## src/rtl/cle_pkg.sv

```systemverilog
// shared types and character constants of the console line editor
package cle_pkg;

    localparam int LEN_W = 7;

    localparam logic [7:0] CH_CR    = 8'd13;
    localparam logic [7:0] CH_LF    = 8'd10;
    localparam logic [7:0] CH_BS    = 8'd8;
    localparam logic [7:0] CH_DEL   = 8'd127;
    localparam logic [7:0] CH_SPACE = 8'd32;

    typedef enum logic {
        ACT_CHAR = 1'b0,
        ACT_READ = 1'b1
    } t_action;

    typedef enum logic [1:0] {
        KIND_ECHO      = 2'd0,
        KIND_LINE      = 2'd1,
        KIND_NOT_READY = 2'd2,
        KIND_REFUSED   = 2'd3
    } t_kind;

endpackage

```

## src/rtl/cle_in_if.sv

```systemverilog
// input channel of the console line editor: characters and read requests
interface cle_in_if;
    logic                       valid;
    logic                       ready;
    cle_pkg::t_action           action;
    logic [7:0]                 rx_char;
    logic [cle_pkg::LEN_W-1:0]  read_len;

    modport source (output valid, action, rx_char, read_len, input ready);
    modport sink   (input valid, action, rx_char, read_len, output ready);
endinterface

```

## src/rtl/cle_out_if.sv

```systemverilog
// result channel of the console line editor: echo, line and status bytes
interface cle_out_if;
    logic           valid;
    logic           ready;
    cle_pkg::t_kind kind;
    logic [7:0]     data;
    logic           last;

    modport source (output valid, kind, data, last, input ready);
    modport sink   (input valid, kind, data, last, output ready);
endinterface

```

## src/rtl/console_line_editor_core.sv

```systemverilog
// console line editor core: canonical line editing over a line memory
//
// i_in carries one transaction per received character (action 0) or read
// request (action 1); o_out returns echo bytes, delivered line bytes and
// status results, with last set on the final result of each transaction.
// The line lives in a LINE_LEN x 8 synchronous memory with one write port
// and one registered read port; fill count, read position and the pending
// flag are registers.
// A character gives one echo or refused result, an erase three echo results
// (BS, space, BS) or none on an empty line, a read with no line pending one
// not-ready result. A pending read starts its first memory read on accept,
// then feeds the output register one byte per cycle while it is not stalled.
// i_in.ready is high only between transactions; a new transaction may be
// taken while the last result still waits in the output register.
// When the receiver stalls, the output register holds and the sequencer
// waits. Reset clears the fill count, read position, pending flag, state
// and output valid; the memory is not cleared, only written entries are read.
module console_line_editor_core #(
    parameter int LINE_LEN = 256,
    parameter int MAX_READ = 64
) (
    input  logic              i_clk,
    input  logic              i_rst_n,
    cle_in_if.sink            i_in,
    cle_out_if.source         o_out
);

    localparam int AW   = $clog2(LINE_LEN);
    localparam int CW   = $clog2(LINE_LEN + 1);
    localparam int NW   = $clog2(MAX_READ + 1);
    localparam int CMPW = (CW > cle_pkg::LEN_W) ? CW : cle_pkg::LEN_W;

    typedef enum logic [1:0] {
        S_IDLE,
        S_ONE,
        S_ERASE,
        S_READ
    } t_state;

    t_state          r_state;
    logic [CW-1:0]   r_fill;
    logic [CW-1:0]   r_pos;
    logic            r_pending;
    logic [NW-1:0]   r_left;
    logic [1:0]      r_step;
    cle_pkg::t_kind  r_hold_kind;
    logic [7:0]      r_hold_data;

    logic            r_out_valid;
    cle_pkg::t_kind  r_out_kind;
    logic [7:0]      r_out_data;
    logic            r_out_last;

    logic [7:0]      r_mem [LINE_LEN];
    logic [7:0]      r_mem_q;

    logic                      w_accept;
    logic                      w_out_free;
    logic [7:0]                w_char;
    logic                      w_is_erase;
    logic [CW-1:0]             w_fill_inc;
    logic [CW-1:0]             w_pos_inc;
    logic [cle_pkg::LEN_W-1:0] w_want;
    logic [CW-1:0]             w_avail;
    logic [CMPW-1:0]           w_want_x;
    logic [CMPW-1:0]           w_avail_x;
    logic [CMPW-1:0]           w_n_x;
    logic [NW-1:0]             w_n;
    logic                      w_wr_en;
    logic                      w_rd_en;
    logic [AW-1:0]             w_rd_addr;
    logic                      w_read_last;

    assign i_in.ready  = (r_state == S_IDLE);
    assign w_accept    = i_in.valid && i_in.ready;
    assign w_out_free  = !r_out_valid || o_out.ready;

    assign o_out.valid = r_out_valid;
    assign o_out.kind  = r_out_kind;
    assign o_out.data  = r_out_data;
    assign o_out.last  = r_out_last;

    assign w_char     = (i_in.rx_char == cle_pkg::CH_CR) ? cle_pkg::CH_LF : i_in.rx_char;
    assign w_is_erase = (w_char == cle_pkg::CH_BS) || (w_char == cle_pkg::CH_DEL);
    assign w_fill_inc = r_fill + CW'(1);
    assign w_pos_inc  = r_pos + CW'(1);

    assign w_want    = (i_in.read_len > cle_pkg::LEN_W'(MAX_READ))
                       ? cle_pkg::LEN_W'(MAX_READ) : i_in.read_len;
    assign w_avail   = r_fill - r_pos;
    assign w_want_x  = CMPW'(w_want);
    assign w_avail_x = CMPW'(w_avail);
    assign w_n_x     = (w_want_x < w_avail_x) ? w_want_x : w_avail_x;
    assign w_n       = w_n_x[NW-1:0];

    assign w_read_last = (r_left == NW'(1));

    assign w_wr_en = w_accept && (i_in.action == cle_pkg::ACT_CHAR) && !r_pending
                     && !w_is_erase;

    always_comb begin
        w_rd_en   = 1'b0;
        w_rd_addr = r_pos[AW-1:0];
        if (w_accept && (i_in.action == cle_pkg::ACT_READ) && r_pending
            && (w_n != '0)) begin
            w_rd_en = 1'b1;
        end else if ((r_state == S_READ) && w_out_free && !w_read_last) begin
            w_rd_en   = 1'b1;
            w_rd_addr = w_pos_inc[AW-1:0];
        end
    end

    // line memory, one write and one registered read per cycle
    always_ff @(posedge i_clk) begin
        if (w_wr_en) begin
            r_mem[r_fill[AW-1:0]] <= w_char;
        end
        if (w_rd_en) begin
            r_mem_q <= r_mem[w_rd_addr];
        end
    end

    always_ff @(posedge i_clk) begin
        if (!i_rst_n) begin
            r_state     <= S_IDLE;
            r_fill      <= '0;
            r_pos       <= '0;
            r_pending   <= 1'b0;
            r_out_valid <= 1'b0;
            r_left      <= '0;
            r_step      <= '0;
        end else begin
            if (r_out_valid && o_out.ready) begin
                r_out_valid <= 1'b0;
            end
            case (r_state)
                S_IDLE: begin
                    if (w_accept) begin
                        if (i_in.action == cle_pkg::ACT_CHAR) begin
                            if (r_pending) begin
                                r_hold_kind <= cle_pkg::KIND_REFUSED;
                                r_hold_data <= '0;
                                r_state     <= S_ONE;
                            end else if (w_is_erase) begin
                                if (r_fill != '0) begin
                                    r_fill  <= r_fill - CW'(1);
                                    r_step  <= '0;
                                    r_state <= S_ERASE;
                                end
                            end else begin
                                r_fill      <= w_fill_inc;
                                r_hold_kind <= cle_pkg::KIND_ECHO;
                                r_hold_data <= w_char;
                                r_state     <= S_ONE;
                                if ((w_char == cle_pkg::CH_LF)
                                    || (w_fill_inc == CW'(LINE_LEN))) begin
                                    r_pending <= 1'b1;
                                    r_pos     <= '0;
                                end
                            end
                        end else begin
                            if (!r_pending) begin
                                r_hold_kind <= cle_pkg::KIND_NOT_READY;
                                r_hold_data <= '0;
                                r_state     <= S_ONE;
                            end else if (w_n != '0) begin
                                r_left  <= w_n;
                                r_state <= S_READ;
                            end
                        end
                    end
                end
                S_ONE: begin
                    if (w_out_free) begin
                        r_out_valid <= 1'b1;
                        r_out_kind  <= r_hold_kind;
                        r_out_data  <= r_hold_data;
                        r_out_last  <= 1'b1;
                        r_state     <= S_IDLE;
                    end
                end
                S_ERASE: begin
                    if (w_out_free) begin
                        r_out_valid <= 1'b1;
                        r_out_kind  <= cle_pkg::KIND_ECHO;
                        r_out_data  <= (r_step == 2'd1) ? cle_pkg::CH_SPACE : cle_pkg::CH_BS;
                        r_out_last  <= (r_step == 2'd2);
                        r_step      <= r_step + 2'd1;
                        if (r_step == 2'd2) begin
                            r_state <= S_IDLE;
                        end
                    end
                end
                S_READ: begin
                    if (w_out_free) begin
                        r_out_valid <= 1'b1;
                        r_out_kind  <= cle_pkg::KIND_LINE;
                        r_out_data  <= r_mem_q;
                        r_out_last  <= w_read_last;
                        r_left      <= r_left - NW'(1);
                        if (w_read_last) begin
                            r_state <= S_IDLE;
                            if (w_pos_inc >= r_fill) begin
                                r_pos     <= '0;
                                r_fill    <= '0;
                                r_pending <= 1'b0;
                            end else begin
                                r_pos <= w_pos_inc;
                            end
                        end else begin
                            r_pos <= w_pos_inc;
                        end
                    end
                end
                default: begin
                    r_state <= S_IDLE;
                end
            endcase
        end
    end

    a_pos_zero_collecting: assert property (@(posedge i_clk) disable iff (!i_rst_n)
        !r_pending |-> (r_pos == '0))
        else $error("read position nonzero while collecting");

    a_pending_has_data: assert property (@(posedge i_clk) disable iff (!i_rst_n)
        r_pending |-> (r_pos < r_fill))
        else $error("pending line with no bytes left");

    a_read_in_range: assert property (@(posedge i_clk) disable iff (!i_rst_n)
        (r_state == S_READ) |-> (r_pending && (r_left != '0)
                                 && (CMPW'(r_left) <= CMPW'(r_fill - r_pos))))
        else $error("line read runs past the buffered bytes");

    a_fill_bound: assert property (@(posedge i_clk) disable iff (!i_rst_n)
        (w_accept && (i_in.action == cle_pkg::ACT_CHAR) && !r_pending)
        |-> (r_fill < CW'(LINE_LEN)))
        else $error("character taken with a full buffer while collecting");

endmodule
```

## src/flat_wrapper.sv

```systemverilog
// flat-port wrapper written by rule: the top's interface ports become plain ports
module console_line_editor_core_flat 
#(
    parameter int LINE_LEN = 256,
    parameter int MAX_READ = 64
)
  (i_clk, i_rst_n, i_in_valid, i_in_action, i_in_rx_char, i_in_read_len, i_in_ready, o_out_valid, o_out_kind, o_out_data, o_out_last, o_out_ready);
  cle_in_if i_in_i ();
  cle_out_if o_out_i ();
  input  logic i_clk;
  input  logic i_rst_n;
  input wire logic [$bits(i_in_i.valid)-1:0] i_in_valid;
  input wire logic [$bits(i_in_i.action)-1:0] i_in_action;
  input wire logic [$bits(i_in_i.rx_char)-1:0] i_in_rx_char;
  input wire logic [$bits(i_in_i.read_len)-1:0] i_in_read_len;
  output wire logic [$bits(i_in_i.ready)-1:0] i_in_ready;
  output wire logic [$bits(o_out_i.valid)-1:0] o_out_valid;
  output wire logic [$bits(o_out_i.kind)-1:0] o_out_kind;
  output wire logic [$bits(o_out_i.data)-1:0] o_out_data;
  output wire logic [$bits(o_out_i.last)-1:0] o_out_last;
  input wire logic [$bits(o_out_i.ready)-1:0] o_out_ready;
  assign i_in_i.valid = i_in_valid;
  assign i_in_i.action = i_in_action;
  assign i_in_i.rx_char = i_in_rx_char;
  assign i_in_i.read_len = i_in_read_len;
  assign i_in_ready = i_in_i.ready;
  assign o_out_valid = o_out_i.valid;
  assign o_out_kind = o_out_i.kind;
  assign o_out_data = o_out_i.data;
  assign o_out_last = o_out_i.last;
  assign o_out_i.ready = o_out_ready;
  console_line_editor_core #(.LINE_LEN(LINE_LEN), .MAX_READ(MAX_READ)) u_core (.i_clk(i_clk), .i_rst_n(i_rst_n), .i_in(i_in_i), .o_out(o_out_i));
endmodule
```

## config.mk

```make
export PLATFORM = sky130hd
export DESIGN_NAME = console_line_editor_core_flat
export DESIGN_NICKNAME = d
export VERILOG_FILES = /design/src/rtl/cle_pkg.sv /design/src/rtl/cle_in_if.sv /design/src/rtl/cle_out_if.sv /design/src/rtl/console_line_editor_core.sv /design/src/flat_wrapper.sv
export SDC_FILE = /design/constraint.sdc
export NUM_CORES = 2
export LEC_CHECK = 0
export BUFFER_PORTS_ARGS = -buffer_cell sky130_fd_sc_hd__buf_2
export CAP_MARGIN = 20
export CORE_ASPECT_RATIO = 1.5
export CORE_MARGIN = 1.5
export CORE_UTILIZATION = 33
export DETAILED_ROUTE_END_ITERATION = 16
export GPL_TIMING_DRIVEN = 0
export MAX_ROUTING_LAYER = met4
export PLACE_DENSITY = 0.56
export SLEW_MARGIN = 15
export SYNTH_ARGS = -nofsm -noshare
export SYNTH_HDL_FRONTEND = slang
export SYNTH_SLANG_ARGS = --single-unit
```

## constraint.sdc

```tcl
create_clock -name i_clk -period 12.7 [get_ports i_clk]
set_input_delay 0.635 -clock i_clk [delete_from_list [all_inputs] [get_ports i_clk]]
set_output_delay 0.635 -clock i_clk [all_outputs]
set_load 0.005 [all_outputs]
```

**Word-level counts from Yosys, hierarchy flattened**

Memories as Yosys holds them, arrays and structs flattened. A register that Yosys moved wholly into a read port is not among the register bits.
Index checks and enable logic that the tools add are counted.

- Bits of input ports: 20
- Memories: 1
- RAM bits: 2,048
- Logic and storage cells: 172
- Output and inout bits: 13
- Register bits: 52

- Equality and inequality tests: 32
- Bitwise gates (word level): 1
- Order comparisons: 3
- Add/sub/neg operators: 6
- Reductions and logical operators: 32
- Mux-type cells: 85

Memories:

| memory | words | bits a word | read ports | clocked after memory_dff | wr ports | RTL line | source |
|---|---|---|---|---|---|---|---|
| u_core.r_mem | 256 | 8 | 1 | 1 | 1 | console_line_editor_core.sv:54 | `logic [7:0] r_mem [LINE_LEN];` |

Operators with widths:

| kind | count |
|---|---|
| 9-bit two-way mux | 16 |
| 8-bit two-way mux | 10 |
| 7-bit two-way mux | 7 |
| 2-bit two-way mux | 24 |
| 9-bit case mux with 2 select lines | 2 |
| 8-bit by 4-bit == test with 1-bit output (second input constant) | 3 |
| 2-bit inequality test (second input constant) | 12 |
| 8-bit case mux with 3 select lines | 1 |
| 9-bit by 1-bit adder with 9-bit output (second input constant) | 2 |
| 1-bit two-way mux | 18 |
| 8-bit AND reduction | 2 |
| 7-bit case mux with 2 select lines | 1 |
| 7-bit AND reduction | 2 |
| 6-bit AND reduction | 2 |
| 1-bit logical AND | 10 |
| 2-bit by 1-bit inequality test with 1-bit output (second input constant) | 5 |
| 5-bit AND reduction | 2 |
| 9-bit == test (second input constant) | 1 |
| 9-bit >= comparator | 1 |
| 7-bit by 9-bit < comparator with 1-bit output | 1 |
| 9-bit nonzero test | 1 |
| 9-bit by 1-bit subtractor with 9-bit output (second input constant) | 1 |
| 9-bit subtractor | 1 |
| 8-bit by 7-bit == test with 1-bit output (second input constant) | 1 |
| 24 further kinds | 33 |

**Logic depth before layout (Yosys ltp)**

- Depth in word-level cells: 10
- Mapped depth: 27
- Gate-level depth less buffers: 20

**Worst setup path before layout**

Ideal clock, no wire load.

- Path type: reg-to-reg
- Start point: register u_core.r_fill[0]
- End point: register u_core.r_mem_q[1], read port of u_core.r_mem (data pin)
- Data required time: 12.428 ns
- Clock period less this slack: 5.661 ns
- Cell stages (with the launch flop): 22
- Setup time: 0.272 ns
- Buffers on the path: 1
- Arrival: 5.389 ns
- Setup slack: 7.039 ns
- Path through: dfxtp_1 -> inv_1 -> ha_1 -> fa_1 -> and2b_1 -> o2111ai_1 -> and3b_1 -> or2_2 -> ha_1 -> or3_1 -> o32a_1 -> a31oi_1 -> nand2_1 -> a31oi_4 -> buf_6 -> mux2_2 -> a211oi_1 -> o311ai_0 -> o2111ai_1 -> or3_1 -> nor3_1 -> or4_1

- Longest elaborated chain between the ends: 6
- Elaborated cells on any way between the ends: 7
- Those cells by class: add/sub (1); order compare (1); mux (3); reduce/logical (2)

RTL lines:

| what | RTL line | source |
|---|---|---|
| start: declaration | console_line_editor_core.sv:41 | `logic [CW-1:0] r_fill;` |
| start signal: assignment | console_line_editor_core.sv:146 | `r_fill <= r_fill - CW'(1);` |
| start signal: assignment | console_line_editor_core.sv:151 | `r_fill <= w_fill_inc;` |
| 9-bit subtractor (*) | console_line_editor_core.sv:90 | `assign w_avail = r_fill - r_pos;` |
| 7-bit by 9-bit < comparator with 1-bit output | console_line_editor_core.sv:93 | `assign w_n_x = (w_want_x < w_avail_x) ? w_want_x : w_avail_x;` |
| 7-bit two-way mux (*) | console_line_editor_core.sv:93 |  |
| 7-bit nonzero test (*) | console_line_editor_core.sv:105 | `&& (w_n != '0)) begin` |
| 1-bit logical AND (*) | console_line_editor_core.sv:105 |  |
| 8-bit two-way mux / 1-bit two-way mux (equally long branches) | console_line_editor_core.sv:104 | `if (w_accept && (i_in.action == cle_pkg::ACT_READ) && r_pending` |
| end: declaration | console_line_editor_core.sv:55 | `logic [7:0] r_mem_q;` |

Every way passes the cells marked *; elsewhere a longest branch is shown, timed or not.
A chain may end at the register's enable or synchronous reset.

**Worst setup path after layout**

- Start point: register u_core.r_pos[2]
- End point: register u_core.r_mem_q[4], read port of u_core.r_mem (data pin)

- Longest elaborated chain between the ends: 6
- Elaborated cells on any way between the ends: 9
- Those cells by class: add/sub (2); order compare (1); mux (4); reduce/logical (2)

RTL lines:

| what | RTL line | source |
|---|---|---|
| start: declaration | console_line_editor_core.sv:42 | `logic [CW-1:0] r_pos;` |
| start signal: assignment | console_line_editor_core.sv:208 | `r_pos <= w_pos_inc;` |
| start signal: assignment | console_line_editor_core.sv:211 | `r_pos <= w_pos_inc;` |
| 9-bit subtractor | console_line_editor_core.sv:90 |  |
| 7-bit by 9-bit < comparator with 1-bit output | console_line_editor_core.sv:93 |  |
| 7-bit two-way mux | console_line_editor_core.sv:93 |  |
| 7-bit nonzero test | console_line_editor_core.sv:105 |  |
| 1-bit logical AND | console_line_editor_core.sv:105 |  |
| 8-bit two-way mux / 1-bit two-way mux (equally long branches) | console_line_editor_core.sv:104 |  |

Parallel ways exist; a longest one is shown, timed or not.

==> out/qor.txt <==
fin nets - 7,358
count of final hold-check violations - 4
dominant cell type by area after synthesis - edfxtp_1
placement row count - 238
Overflow after GRT - 0
ANT nets after route - 0
synthesized area - 0.09307 mm^2
P_leak - 35.14 nW
unrepaired setup endpoints after global routing - false
slew margin rel. - 8.426%
H-tree levels - 4
WP data required - 13.37 ns
Mapped Cells - 6,734
top cells by area, synth - edfxtp_1 67%, mux2i_1 6.4%, mux4_2 3.5%
Post-synth EDFFs - 2,077
pin count of the biggest net entering global routing - 71
first-pass GRT wire length - 759,200 um
DRC - 0
DRT iter0 DRCs - 12.74k
crit share post-route - 90.89%
crit path launch type - flip-flop
CTS tree - built
overall routing resource usage - 43.25%
Syn Nets - 6,792
Hold Crit Class - input port to flip-flop
via count - 74.50k
CTS buffer count - 221
die width - 436.6 um
area delta synth->final - 19.58%
I/O pins - 33
Seq/Total Area, Yosys - 67.68%
CTS clk-pin slew, worst paths - 0.06 ns
reg2reg path depth - 24
Setup-failing EPs final - 0
Detail Placement HPWL - 456,700 um
Synth top area share - 67.01%
total core area - 0.2802 mm^2
Clock Skew - 0.06489 ns
Yosys reg bits - 2,108
hold slack - -0.007677 ns
CP Data Arrival Time - 12.21 ns
ys flop type - edfxtp_1
Max Slew Vio Count - 0
PortBufs - 32
Die Span Y - 653.4 um
detailed-route wire length per cell - 54.21 um
die area - 0.2853 mm^2
Max Fclk - 0.08663 GHz
syn_area_per_cell - 13.82 um^2
Post-CTS Repair Setup Buffers - 0
routed wire length - 611,700 um
vias in the first global route - 68.61k
Layout Utilization - 39.72%
CTS Root Cell - clkbuf_16
Final min period - 11.54 ns
status - finished, violations left
Yosys warnings - 0
peak supply drop - 120.7 uV
Setup CP Type - flip-flop to flip-flop
pwr dens - 129.6 mW/mm^2
Hold Path Depth - 2
CTS Buffer Depth - 4
ratio of cells with drive above 1 in the final layout - 19.11%
Worst-Skew Late Latency - 1.03 ns
# Max-Cap Violations - 0
Fillers - 26.07k
Avg Vias per Cell - 6.602
Critical Path End Type - flip-flop
synth unique cells - 91
Synth async-reset ratio - 0%
failing checks - negative hold slack
1st-pass router iterations - 9
Worst Path Max Fanout - 13
Worst-Margin Slew - 1.369 ns
clock sink count - 2,108
Starting Density - 33.21%
initial antenna violation count - 94
routability congestion estimate from global placement - 1.104
-- cell usage after synthesis (52+ instances only) --
library cell and instances:
o22ai_1 366, mux4_2 146, mux2i_1 597, and3_1 79, a31oi_1 97, edfxtp_1 2077
o21ai_0 124, a21oi_1 187, clkbuf_1 225, nor3_1 165, a211oi_1 95, nand4_1 52
nor2_1 421, or3_1 57, nand2_1 857, buf_2 186, nand3_1 245
-- routing by layer --
metal | part of all wire, % | vias to the layer above | GRT usage [%]
li1 | - | 27690 | -
met5 | 0 | - | -
met1 | 32 | 38510 | 44.20
met4 | 14 | 0 | 48.63
met2 | 43 | 6059 | 62.77
met3 | 10 | 2233 | 12.77
-- registers in the layout (all words and copies together), names as in the netlist --
name and cells:
u_core.r_pos 9, u_core.r_fill 9, u_core.o_out.valid 1, u_core.r_left 7
u_core.r_step 2, u_core.o_out.data 8, u_core.r_mem_q 8, u_core.o_out.last 1
u_core.r_pending 1, u_core.r_state 2, u_core.r_hold_kind 2, u_core.o_out.kind 2
u_core.r_mem 2048, u_core.r_hold_data 8
-- where the power goes --
group | total, mW | internal [mW] | switching, mW
combinational | 0.309 | 0.0643 | 0.245
clock | 6.46 | 3.47 | 2.99
sequential | 7.65 | 7.64 | 0.00375
total | 14.4 | 11.2 | 3.24
-- critical path: stages, from the launching register on --
cell	delay (ns)
dfxtp_1	0.30
clkbuf_1	0.31
clkinv_1	0.41
ha_1	0.46
and2b_1	0.21
o2111ai_1	0.29
a21boi_0	0.18
or2_2	0.35
ha_1	0.22
or3_1	0.37
o32a_1	0.40
a31oi_1	0.22
nand2_1	0.40
a211oi_2	0.82
nor3_1	0.23
buf_2	0.53
nor2_4	0.63
buf_2	0.55
buf_2	0.72
buf_2	0.92
a22oi_1	0.64
a31oi_1	0.78
a21oi_2	0.36
nand4_1	0.44
nand4_1	0.33
-- per-stage QoR --
step / setup TNS, ns / worst slack, ns / total power, mW / cell area (um^2) / cells
finish: 0 / 1.157 / 14.42 / 111300 / 11280
CTS: 0 / 1.691 / 14.36 / 110900 / 11180
detailed placement: 0 / 1.715 / 8.090 / 104100 / 10780
global route: 0 / 1.554 / 14.60 / 111200 / 11250
floorplan: 0 / 7.039 / 7.941 / 93070 / 6734
global placement: -0.9970 / -0.6291 / 8.122 / 97890 / 10490
-- cell type report --
class	instances	area, um^2	share of cell area, %
clock buffers	268	5728	5.147
plain buffers	496	2440	2.192
well taps	3720	4654	4.182
flip-flops and latches	2108	62990	56.60
multi-input cells	4097	29070	26.12
diodes	93	232.7	0.2091
clock inverters	126	991.0	0.8904
repair buffers	343	5064	4.550
inverters	33	123.9	0.1113
-- cell families (layout without fill, tap and decap cells) --
kind of cell | after synthesis | in the layout | synth area share, %
DFF | 2108 | 2108 | 67.68
and+or+nand+nor | 2008 | 2008 | 9.600
AOI/OAI and AO/OA | 1271 | 1271 | 9.244
muxes | 763 | 763 | 10.20
buffers and inverters | 529 | 1266 | 2.581
adders and majority gates | 38 | 38 | 0.5189
xor gates and xnor gates | 17 | 17 | 0.1802
other | 0 | 93 | 0
-- what timing repair did --
action | in CTS | in global routing
endpoints found under the hold margin | 6 | 0
endpoints found under the setup margin | 0 | 0
hold buffers | 2 | 0
resized for setup | 0 | 0
-- cells in the final DEF (no fill, tap or decap), types with 30 or more instances in the layout --
| cell | count |
|---|---|
| nor2_4 | 96 |
| buf_4 | 94 |
| a31oi_1 | 95 |
| clkinv_2 | 35 |
| and3_1 | 79 |
| nor2_1 | 215 |
| mux2i_1 | 596 |
| a21oi_1 | 184 |
| buf_8 | 74 |
| clkinv_1 | 64 |
| o21ai_0 | 121 |
| or3_1 | 57 |
| edfxtp_1 | 2077 |
| nand3_1 | 244 |
| o22ai_1 | 366 |
| nor3_1 | 155 |
| ha_1 | 37 |
| clkbuf_2 | 95 |
| nor2_2 | 113 |
| dfxtp_1 | 31 |
| clkbuf_16 | 222 |
| o221ai_1 | 42 |
| buf_2 | 240 |
| diode_2 | 93 |
| buf_16 | 69 |
| buf_12 | 30 |
| a211oi_1 | 92 |
| a32oi_1 | 43 |
| buf_6 | 78 |
| clkbuf_1 | 171 |
| nand2_1 | 856 |
| a22oi_1 | 45 |
| nand4_1 | 52 |
| mux4_2 | 146 |
-- final timing paths --
check                                       from                     to  slack [ns]
worst min-delay path             i_in_rx_char[6]  u_core.r_hold_data[6]      -0.008
worst max-delay path             u_core.r_pos[2]      u_core.r_mem_q[4]        1.16
worst min register to register  u_core.r_left[1]       u_core.r_left[1]        0.51
worst max register to register   u_core.r_pos[2]      u_core.r_mem_q[4]        1.16
No activity file was read; power rests on OpenSTA's default activity.
